`src/gridlod_pkg.sv`:
```
// Shared types, constants and geometry helpers for the grid LOD index generator.
package gridlod_pkg;

    localparam int MAX_RES   = 256;
    localparam int RES_W     = 9;
    localparam int LVL_W     = 3;
    localparam int MAXLV_W   = 4;
    localparam int CNT_W     = 8;
    localparam int IDX_W     = 17;
    localparam int PART_W    = 3;
    localparam int CFG_IDX_W = 2;
    localparam int CFG_DAT_W = 9;

    // Register indexes
    localparam logic [CFG_IDX_W-1:0] CFG_RES_X      = 2'd0;
    localparam logic [CFG_IDX_W-1:0] CFG_RES_Z      = 2'd1;
    localparam logic [CFG_IDX_W-1:0] CFG_MAX_LEVELS = 2'd2;

    // Request modes
    localparam logic MODE_START   = 1'b0;
    localparam logic MODE_ADVANCE = 1'b1;

    // Sequencer sections; the first five double as the part code
    localparam logic [PART_W-1:0] SEC_MAIN   = 3'd0;
    localparam logic [PART_W-1:0] SEC_BOTTOM = 3'd1;
    localparam logic [PART_W-1:0] SEC_TOP    = 3'd2;
    localparam logic [PART_W-1:0] SEC_LEFT   = 3'd3;
    localparam logic [PART_W-1:0] SEC_RIGHT  = 3'd4;
    localparam logic [PART_W-1:0] SEC_IDLE   = 3'd5;

    typedef struct packed {
        logic             mode;
        logic [LVL_W-1:0] level;
    } cmd_t;

    typedef struct packed {
        logic [IDX_W-1:0]  vert_first;
        logic [IDX_W-1:0]  vert_second;
        logic [IDX_W-1:0]  vert_third;
        logic [PART_W-1:0] part;
        logic              final_tri;
    } prim_t;

    // Grid geometry derived from the configuration registers
    typedef struct packed {
        logic [RES_W-1:0] rx;
        logic [RES_W-1:0] rz;
        logic [IDX_W-1:0] mv;
        logic [IDX_W-1:0] top_base;
        logic [IDX_W-1:0] s_top;
        logic [IDX_W-1:0] s_left;
        logic [IDX_W-1:0] s_right;
        logic [LVL_W-1:0] lv_max;
    } geom_t;

    function automatic logic [RES_W-1:0] clamp_res(input logic [RES_W-1:0] r);
        logic [RES_W-1:0] v;
        v = r;
        if (r < RES_W'(2))
            v = RES_W'(2);
        else if (r > RES_W'(MAX_RES))
            v = RES_W'(MAX_RES);
        return v;
    endfunction

    function automatic geom_t make_geom(input logic [RES_W-1:0]   res_x,
                                        input logic [RES_W-1:0]   res_z,
                                        input logic [MAXLV_W-1:0] max_levels);
        geom_t            g;
        logic [RES_W-1:0] m;
        logic [CNT_W-1:0] mm1;
        logic [MAXLV_W-1:0] k;
        logic [MAXLV_W-1:0] lim;
        g.rx       = clamp_res(res_x);
        g.rz       = clamp_res(res_z);
        g.mv       = IDX_W'(g.rx) * IDX_W'(g.rz);
        g.top_base = g.mv - IDX_W'(g.rx);
        g.s_top    = g.mv + IDX_W'(g.rx);
        g.s_left   = g.mv + (IDX_W'(g.rx) << 1);
        g.s_right  = g.mv + (IDX_W'(g.rx) << 1) + IDX_W'(g.rz);
        // ceil(log2(m)) is the bit length of m-1
        m   = (g.rx > g.rz) ? g.rx : g.rz;
        mm1 = CNT_W'(m - RES_W'(1));
        k   = '0;
        for (int b = 0; b < CNT_W; b++) begin
            if (mm1[b])
                k = MAXLV_W'(b + 1);
        end
        lim = (max_levels < k) ? max_levels : k;
        if (lim < MAXLV_W'(1))
            lim = MAXLV_W'(1);
        g.lv_max = LVL_W'(lim - MAXLV_W'(1));
        return g;
    endfunction

endpackage

```
`src/gridlod_cfg.sv`:
```
// Configuration registers and the registered grid geometry derived from them.
module gridlod_cfg
    import gridlod_pkg::*;
(
    input  logic                 clk,
    input  logic                 rst_n,
    input  logic                 cfg_valid,
    input  logic [CFG_IDX_W-1:0] cfg_index,
    input  logic [CFG_DAT_W-1:0] cfg_data,
    output logic                 cfg_clear,
    output geom_t                geom
);

    localparam geom_t GEOM_RST = make_geom(RES_W'(2), RES_W'(2), MAXLV_W'(1));

    logic [RES_W-1:0]   res_x_reg,      res_x_next;
    logic [RES_W-1:0]   res_z_reg,      res_z_next;
    logic [MAXLV_W-1:0] max_levels_reg, max_levels_next;
    geom_t              geom_reg;

    // A write to any listed register ends a running list
    always_comb
    begin
        cfg_clear = 1'b0;
        if (cfg_valid) begin
            unique case (cfg_index)
                CFG_RES_X, CFG_RES_Z, CFG_MAX_LEVELS: cfg_clear = 1'b1;
                default:                             cfg_clear = 1'b0;
            endcase
        end
    end

    // Register values after this cycle's write, so the geometry follows at once
    always_comb
    begin
        res_x_next      = res_x_reg;
        res_z_next      = res_z_reg;
        max_levels_next = max_levels_reg;
        if (cfg_valid && cfg_index == CFG_RES_X)
            res_x_next = cfg_data;
        if (cfg_valid && cfg_index == CFG_RES_Z)
            res_z_next = cfg_data;
        if (cfg_valid && cfg_index == CFG_MAX_LEVELS)
            max_levels_next = cfg_data[MAXLV_W-1:0];
    end

    always_ff @(posedge clk or negedge rst_n)
    begin
        if (!rst_n) begin
            res_x_reg      <= RES_W'(2);
            res_z_reg      <= RES_W'(2);
            max_levels_reg <= MAXLV_W'(1);
            geom_reg       <= GEOM_RST;
        end else begin
            res_x_reg      <= res_x_next;
            res_z_reg      <= res_z_next;
            max_levels_reg <= max_levels_next;
            geom_reg       <= make_geom(res_x_next, res_z_next, max_levels_next);
        end
    end

    assign geom = geom_reg;

endmodule

```
`src/gridlod_seq.sv`:
```
// Triangle walk counters and the vertex index arithmetic for the current triangle.
module gridlod_seq
    import gridlod_pkg::*;
(
    input  logic  clk,
    input  logic  rst_n,
    input  geom_t geom,
    input  logic  cfg_clear,
    input  logic  step_en,
    input  cmd_t  cmd,
    output logic  emits,
    output prim_t prim
);

    logic [LVL_W-1:0]  lvl_reg,     lvl_next;
    logic [PART_W-1:0] section_reg, section_next;
    logic [CNT_W-1:0]  col_reg,     col_next;
    logic [CNT_W-1:0]  row_reg,     row_next;
    logic              half_reg,    half_next;

    logic [LVL_W-1:0]  lv_start;
    logic [RES_W-1:0]  step;
    logic [RES_W-1:0]  step_start;
    logic [CNT_W-1:0]  mul_a;
    logic [IDX_W-1:0]  prod;
    logic [IDX_W-1:0]  i_ext;
    logic [IDX_W-1:0]  rx_ext;
    logic [IDX_W-1:0]  tl, tr, bl, br, e, s;
    logic [RES_W:0]    col_sum, row_sum;
    logic [RES_W:0]    col_inc;
    logic [RES_W-1:0]  len;

    assign emits = (cmd.mode == MODE_ADVANCE) && (section_reg != SEC_IDLE);

    assign step   = RES_W'(1) << lvl_reg;
    assign i_ext  = IDX_W'(col_reg);
    assign rx_ext = IDX_W'(geom.rx);
    assign mul_a  = (section_reg == SEC_MAIN) ? row_reg : col_reg;
    assign prod   = IDX_W'(mul_a) * rx_ext;

    assign lv_start   = (cmd.level > geom.lv_max) ? geom.lv_max : cmd.level;
    assign step_start = RES_W'(1) << lv_start;

    // Vertex indices for the triangle at the counters
    always_comb
    begin
        tl = prod + i_ext;
        tr = tl + IDX_W'(step);
        bl = tl + (rx_ext << lvl_reg);
        br = bl + IDX_W'(step);
        e  = '0;
        s  = '0;
        prim.part      = section_reg;
        prim.final_tri = (section_next == SEC_IDLE);
        prim.vert_first  = '0;
        prim.vert_second = '0;
        prim.vert_third  = '0;
        unique case (section_reg)
            SEC_MAIN:
            begin
                if (!half_reg) begin
                    prim.vert_first = tl; prim.vert_second = bl; prim.vert_third = tr;
                end else begin
                    prim.vert_first = tr; prim.vert_second = bl; prim.vert_third = br;
                end
            end
            SEC_BOTTOM:
            begin
                s = geom.mv + i_ext;
                if (!half_reg) begin
                    prim.vert_first = i_ext; prim.vert_second = s;
                    prim.vert_third = i_ext + IDX_W'(1);
                end else begin
                    prim.vert_first = i_ext + IDX_W'(1); prim.vert_second = s;
                    prim.vert_third = s + IDX_W'(1);
                end
            end
            SEC_TOP:
            begin
                e = geom.top_base + i_ext;
                s = geom.s_top + i_ext;
                if (!half_reg) begin
                    prim.vert_first = e; prim.vert_second = e + IDX_W'(1);
                    prim.vert_third = s;
                end else begin
                    prim.vert_first = e + IDX_W'(1); prim.vert_second = s + IDX_W'(1);
                    prim.vert_third = s;
                end
            end
            SEC_LEFT:
            begin
                e = prod;
                s = geom.s_left + i_ext;
                if (!half_reg) begin
                    prim.vert_first = e; prim.vert_second = s;
                    prim.vert_third = e + rx_ext;
                end else begin
                    prim.vert_first = e + rx_ext; prim.vert_second = s;
                    prim.vert_third = s + IDX_W'(1);
                end
            end
            SEC_RIGHT:
            begin
                e = prod + rx_ext - IDX_W'(1);
                s = geom.s_right + i_ext;
                if (!half_reg) begin
                    prim.vert_first = e; prim.vert_second = e + rx_ext;
                    prim.vert_third = s;
                end else begin
                    prim.vert_first = e + rx_ext; prim.vert_second = s + IDX_W'(1);
                    prim.vert_third = s;
                end
            end
            default:
            begin
                prim.part = section_reg;
            end
        endcase
    end

    // Counter advance
    always_comb
    begin
        lvl_next     = lvl_reg;
        section_next = section_reg;
        col_next     = col_reg;
        row_next     = row_reg;
        half_next    = half_reg;
        col_sum = (RES_W+1)'(col_reg) + (RES_W+1)'(step);
        row_sum = (RES_W+1)'(row_reg) + (RES_W+1)'(step);
        col_inc = (RES_W+1)'(col_reg) + (RES_W+1)'(1);
        len     = (section_reg == SEC_BOTTOM || section_reg == SEC_TOP) ? geom.rx : geom.rz;
        if (cfg_clear) begin
            section_next = SEC_IDLE;
        end else if (step_en && cmd.mode == MODE_START) begin
            lvl_next  = lv_start;
            col_next  = '0;
            row_next  = '0;
            half_next = 1'b0;
            section_next = (step_start < geom.rx && step_start < geom.rz) ? SEC_MAIN
                                                                           : SEC_IDLE;
        end else if (step_en && emits) begin
            if (!half_reg) begin
                half_next = 1'b1;
            end else begin
                half_next = 1'b0;
                if (section_reg == SEC_MAIN) begin
                    if (col_sum + (RES_W+1)'(step) >= (RES_W+1)'(geom.rx)) begin
                        col_next = '0;
                        if (row_sum + (RES_W+1)'(step) >= (RES_W+1)'(geom.rz)) begin
                            row_next     = '0;
                            section_next = (lvl_reg == '0) ? SEC_BOTTOM : SEC_IDLE;
                        end else begin
                            row_next = row_sum[CNT_W-1:0];
                        end
                    end else begin
                        col_next = col_sum[CNT_W-1:0];
                    end
                end else begin
                    if (col_inc + (RES_W+1)'(1) >= (RES_W+1)'(len)) begin
                        col_next     = '0;
                        section_next = (section_reg == SEC_RIGHT) ? SEC_IDLE
                                                                  : section_reg + PART_W'(1);
                    end else begin
                        col_next = col_inc[CNT_W-1:0];
                    end
                end
            end
        end
    end

    always_ff @(posedge clk or negedge rst_n)
    begin
        if (!rst_n) begin
            lvl_reg     <= '0;
            section_reg <= SEC_IDLE;
            col_reg     <= '0;
            row_reg     <= '0;
            half_reg    <= 1'b0;
        end else begin
            lvl_reg     <= lvl_next;
            section_reg <= section_next;
            col_reg     <= col_next;
            row_reg     <= row_next;
            half_reg    <= half_next;
        end
    end

endmodule

```
`src/grid_lod_index_generator_top.sv`:
```
// Top level of the grid LOD index generator: request register, sequencer, result register.
// Path: an accepted request waits in the request register until the sequencer takes it;
//   an advance's triangle is then loaded into the result register, which drives prim.
// Throughput: one request per cycle while prim_ready stays high; the walk counters and index
//   adders of the sequencer update once per taken request, so one triangle leaves per cycle.
// Reset: rst_n clears the valid and sequencer registers at once; the list is idle, res_x and res_z read 2
//   and max_levels 1. No clearing pass.
module grid_lod_index_generator_top
    import gridlod_pkg::*;
(
    input  logic                 clk,
    input  logic                 rst_n,
    // request channel
    input  logic                 cmd_valid,
    output logic                 cmd_ready,
    input  cmd_t                 cmd,
    // triangle channel
    output logic                 prim_valid,
    input  logic                 prim_ready,
    output prim_t                prim,
    // configuration write channel
    input  logic                 cfg_valid,
    output logic                 cfg_ready,
    input  logic [CFG_IDX_W-1:0] cfg_index,
    input  logic [CFG_DAT_W-1:0] cfg_data
);

    geom_t geom;
    logic  cfg_clear;
    logic  emits;
    prim_t prim_calc;

    // Request register: holds the next request for the sequencer
    logic  req_valid_reg;
    cmd_t  req_reg;

    // Result register: parts the sequencer from the consumer
    logic  out_valid_reg;
    prim_t out_reg;

    logic  out_free;
    logic  req_go;

    // Configuration is always taken; the contract keeps writes to idle periods
    assign cfg_ready = 1'b1;

    gridlod_cfg u_cfg (
        .clk       (clk),
        .rst_n     (rst_n),
        .cfg_valid (cfg_valid),
        .cfg_index (cfg_index),
        .cfg_data  (cfg_data),
        .cfg_clear (cfg_clear),
        .geom      (geom)
    );

    gridlod_seq u_seq (
        .clk       (clk),
        .rst_n     (rst_n),
        .geom      (geom),
        .cfg_clear (cfg_clear),
        .step_en   (req_go),
        .cmd       (req_reg),
        .emits     (emits),
        .prim      (prim_calc)
    );

    // The result slot is free when empty or being drained this cycle
    assign out_free = !out_valid_reg || prim_ready;
    // A request that yields no triangle never waits on the consumer
    assign req_go   = req_valid_reg && (!emits || out_free);
    // Take a new request whenever the held one moves on
    assign cmd_ready = !req_valid_reg || req_go;

    always_ff @(posedge clk or negedge rst_n)
    begin
        if (!rst_n) begin
            req_valid_reg <= 1'b0;
            out_valid_reg <= 1'b0;
        end else begin
            if (cmd_ready)
                req_valid_reg <= cmd_valid;
            if (req_go && emits)
                out_valid_reg <= 1'b1;
            else if (prim_ready)
                out_valid_reg <= 1'b0;
        end
    end

    // Payload registers: load on handshake, otherwise hold
    always_ff @(posedge clk)
    begin
        if (cmd_ready && cmd_valid)
            req_reg <= cmd;
        if (req_go && emits)
            out_reg <= prim_calc;
    end

    assign prim_valid = out_valid_reg;
    assign prim       = out_reg;

    // A stalled request register only ever holds a live request
    a_stall_has_req: assert property (@(posedge clk) disable iff (!rst_n)
        !cmd_ready |-> req_valid_reg)
        else $error("request channel stalled with no request held");

    // Every triangle carries a part of the grid, never the idle code
    a_part_range: assert property (@(posedge clk) disable iff (!rst_n)
        prim_valid |-> (prim.part == SEC_MAIN || prim.part == SEC_BOTTOM ||
                        prim.part == SEC_TOP || prim.part == SEC_LEFT ||
                        prim.part == SEC_RIGHT))
        else $error("triangle with an invalid part code");

    // A triangle never repeats a vertex
    a_distinct_verts: assert property (@(posedge clk) disable iff (!rst_n)
        prim_valid |-> (prim.vert_first != prim.vert_second &&
                        prim.vert_second != prim.vert_third &&
                        prim.vert_first != prim.vert_third))
        else $error("degenerate triangle emitted");

    // A triangle is loaded only when the held one leaves or the slot is empty
    a_no_overwrite: assert property (@(posedge clk) disable iff (!rst_n)
        (out_valid_reg && !prim_ready) |=> $stable(out_reg))
        else $error("pending triangle overwritten");

endmodule
```
`config.mk`:
```
export PLATFORM = sky130hd
export DESIGN_NAME = grid_lod_index_generator_top
export DESIGN_NICKNAME = d
export VERILOG_FILES = /design/src/gridlod_pkg.sv /design/src/gridlod_cfg.sv /design/src/gridlod_seq.sv /design/src/grid_lod_index_generator_top.sv
export SDC_FILE = /design/constraint.sdc
export NUM_CORES = 1
export LEC_CHECK = 0
export BUFFER_PORTS_ARGS = -buffer_cell sky130_fd_sc_hd__clkbuf_2
export CORE_ASPECT_RATIO = 0.5
export CORE_MARGIN = 3
export CORE_UTILIZATION = 30
export DETAILED_ROUTE_END_ITERATION = 10
export MAX_ROUTING_LAYER = met4
export PLACE_DENSITY = 0.53
export SYNTH_ARGS = -nofsm -noshare
export SYNTH_HDL_FRONTEND = slang
export SYNTH_HIERARCHICAL = 1
export SYNTH_SLANG_ARGS = --single-unit
```
`constraint.sdc`:
```
create_clock -name clk -period 21.9 [get_ports clk]
set_input_delay 2.19 -clock clk [delete_from_list [all_inputs] [get_ports clk]]
set_output_delay 2.19 -clock clk [all_outputs]
set_load 0.05 [all_outputs]
```
==> impl_metrics.toml <==
[floorplanning]
die_y_um = 222
boundaryPins = 78
start_util = 0.306
core.rowCount = 78
die_area_um2 = 97400
die-width_um = 438
core_um2 = 91600

[detailed_routing]
drtIter0Drc = 2479
drc = 0
vias_per_cell = 5.38
routed_wl_mm = 97.5
num_vias = 25005
wl_per_cell_um = 21.0
ant_nets = 0
dr.pass1.iters = 8

[cells_and_area]
largest_register_ffs = 104
seq_area_um2 = 5570
nNetsFinal = 3835
drive_above_1_share = 0.0828
fin_util = 0.335
multi_input_area_um2 = 20900
area_delta_synth_final_pct = 9.41
fillerInstances = 9522

[power_and_ir_drop]
irDropWorstVdd_mv = 0.0615
net-switching-power_w = 0.00203
power_leakage_nw = 13.9
p_clk_frac = 0.117
p_per_area_nw_per_um2 = 124
swShare = 0.534
seqPwrFrac = 0.191
comb_power_share = 0.692
power.internal_w = 0.00177

[clock_network]
cts_tree = "yes"
clockBufferDepth = 3
clk_pin_slew_worst_paths_ns = 0.07
clkSinkCount = 210
cts_setup_buffers = 0
cts-resized-gates = 0
cts_root_buf = "clkbuf_16"
cts_made_buffers = 24
clk_latency_ns = 0.61
h-tree-depth = 1
ctsHoldBuffers = 0

[timing]
hold_slack_ns = 0.472
period_needed_ns = 9.60
fin_skew_ns = 0.0481
fmax_mhz = 104
relSlewSlack = 0.236
rsz0062_at_grt = "false"
fin_crit_sh = 0.438
hold_violations = 0
setup_tns_ns = 0
finalWorstSetupSlack_ns = 12.30
max_slew.worst_pin.slew_ns = 1.14
finalSetupViolCount = 0
drv_slew = 0

[synthesis]
yosysWarningCount = 6
synth_edf_count = 59
synth.top_cell.area_share = 0.142
mappedNetlistArea_um2 = 28000
synth_cells = 3358
synthTopCellsByArea = "ha_1, dfrtp_1, fa_1, xnor2_1, edfxtp_1"
async_flop_share = 0.719
synth-seq-area-share = 0.199
ys_ff_latch = 210
synth_area_per_cell_um2 = 8.35
synth_fp_nets = 3804
ys_types = 124
yosys.area.top_type = "ha_1"
synth_ff_type = "dfrtp_1"

[worst_setup_path]
required_ns = 22.24
r2r_start = "u_seq/section_reg[0]"
critical_path.most_common_cell = "nand2_1"
critical_path.max_stage_delay_ns = 0.57
regToRegSetupSlack_ns = 12.30
arrival_ns = 9.94
ff2ff_path_depth = 31
slowest_stage = "dfstp_2"
startpoint_type = "flip-flop"
critPathKind = "flip-flop to flip-flop"
path_max_fanout = 15
r2r-end = "prim[20]"
endpoint_kind = "flip-flop"

[global_routing]
grt_pass1_vias = 24523
antenna_found_initial = 2
grt_max_degree = 84
globalRouteTotalUtil = 0.202
grt_pass1_wl_mm = 149
overflow = 0

[outcome]
outcome = "finished clean"

[placed_design]
pre_cts_slack_ns = 11.84
io_buffer_count = 76
place_congestion = 0.940
dpl.hpwl_mm = 78.3

[worst_hold_path]
holdPathStages = 2
holdCritPathClass = "flip-flop to flip-flop"
min-delay-start = "u_cfg/res_z_reg[1]"
min_to = "u_cfg/res_z_reg[1]"

[job]
drv_cap = 0
[synthesized netlist by cell type (12+ instances only)]
| master | instances |
|---|---|
| nand2_1 | 323 |
| ha_1 | 317 |
| inv_1 | 298 |
| nor2_1 | 272 |
| xnor2_1 | 230 |
| a21oi_1 | 195 |
| o21ai_0 | 157 |
| xor2_1 | 151 |
| dfrtp_1 | 137 |
| fa_1 | 109 |
| nor3_1 | 81 |
| nand3_1 | 79 |
| clkbuf_1 | 68 |
| a21o_1 | 67 |
| edfxtp_1 | 59 |
| and2_1 | 43 |
| and3_1 | 41 |
| nor2b_1 | 40 |
| mux2i_1 | 37 |
| nand4_1 | 37 |
| nand2b_1 | 30 |
| o211ai_1 | 30 |
| mux2_2 | 26 |
| o21a_1 | 25 |
| o22ai_1 | 25 |
| a31oi_1 | 22 |
| a211oi_1 | 21 |
| or3_1 | 21 |
| a22oi_1 | 20 |
| buf_1 | 19 |
| o21bai_1 | 19 |
| nor3b_1 | 18 |
| a21boi_0 | 17 |
| a221oi_1 | 16 |
| nor4_1 | 15 |
| dfstp_2 | 14 |
| o21ai_1 | 14 |
| o221ai_1 | 14 |
| nand3b_1 | 13 |
| buf_2 | 12 |
[critical path, delay by kind of cell (launching register included)]
kind / cells / cell delay [ns]
fa+ha+maj: 8 / 3.45
simple gates: 13 / 2.38
xor+xnor: 4 / 1.43
compound gates: 3 / 0.97
flops: 1 / 0.57
buf+inv: 3 / 0.52
[through the flow]
stage / area [µm²] / cells / total power [W]
after floorplan: 28000 / 3358 / 0.00258
after global placement: 29800 / 4603 / 0.00329
after detailed placement: 29800 / 4603 / 0.00331
after CTS: 30700 / 4647 / 0.00378
after global routing: 30700 / 4647 / 0.00412
final: 30700 / 4648 / 0.00381
[final cells by class]
| class | instances | area share |
|---|---|---|
| Antenna cell | 1 | 0.0000816 |
| Clock buffer | 25 | 0.0197 |
| Clock inverter | 19 | 0.00808 |
| Inverter | 313 | 0.0384 |
| Multi-Input combinational cell | 2731 | 0.681 |
| Sequential cell | 210 | 0.182 |
| Tap cell | 1240 | 0.0506 |
| Timing Repair Buffer | 109 | 0.0207 |
[per-layer routing]
metal,vias to the layer above,track usage,wire (µm)
li1,11859,-,-
met1,12160,0.279,45100
met2,858,0.309,42600
met3,128,0.0281,7190
met4,0,0.0503,2640
met5,-,-,0
[power by group through the flow]
stage	logic [W]	registers (W)	clock network, W
after floorplan	0.00190	0.000678	0
after global placement	0.00256	0.000729	0
after detailed placement	0.00258	0.000731	0
after CTS	0.00260	0.000724	0.000455
after global routing	0.00290	0.000745	0.000471
final	0.00263	0.000727	0.000444
[how the worst max path moves through the flow]
stage                          from        endpoint  slack [ns]
5_1_grt        u_seq/section_reg[0]        prim[17]       11.77
2_1_floorplan          cfg_index[0]  u_cfg/geom[18]       12.94
3_3_place_gp           cfg_index[0]  u_cfg/geom[19]       12.10
3_5_place_dp           cfg_index[0]  u_cfg/geom[19]       11.84
6_report       u_seq/section_reg[0]        prim[20]       12.30
4_1_cts                cfg_index[0]  u_cfg/geom[19]       12.42
[cells in the final DEF (no fill, tap or decap), drive strengths merged, types with 79 or more instances in the layout]
cell	instances
a21oi	200
clkbuf	100
dfrtp	137
fa	109
ha	317
inv	313
nand2	323
nand3	79
nor2	274
nor3	84
o21ai	172
xnor2	236
xor2	154
[kinds of logic after synthesis]
family / count (synthesis) / synth area share
AOI/OAI and AO/OA: 771 / 0.185
xor gates and xnor gates: 390 / 0.125
adders and majority gates: 426 / 0.219
buffers and inverters: 417 / 0.0573
DFF: 210 / 0.199
muxes: 67 / 0.0261
other: 1 / 0.000134
and+or+nand+nor: 1076 / 0.189
Power figures use the tool's default switching activity.
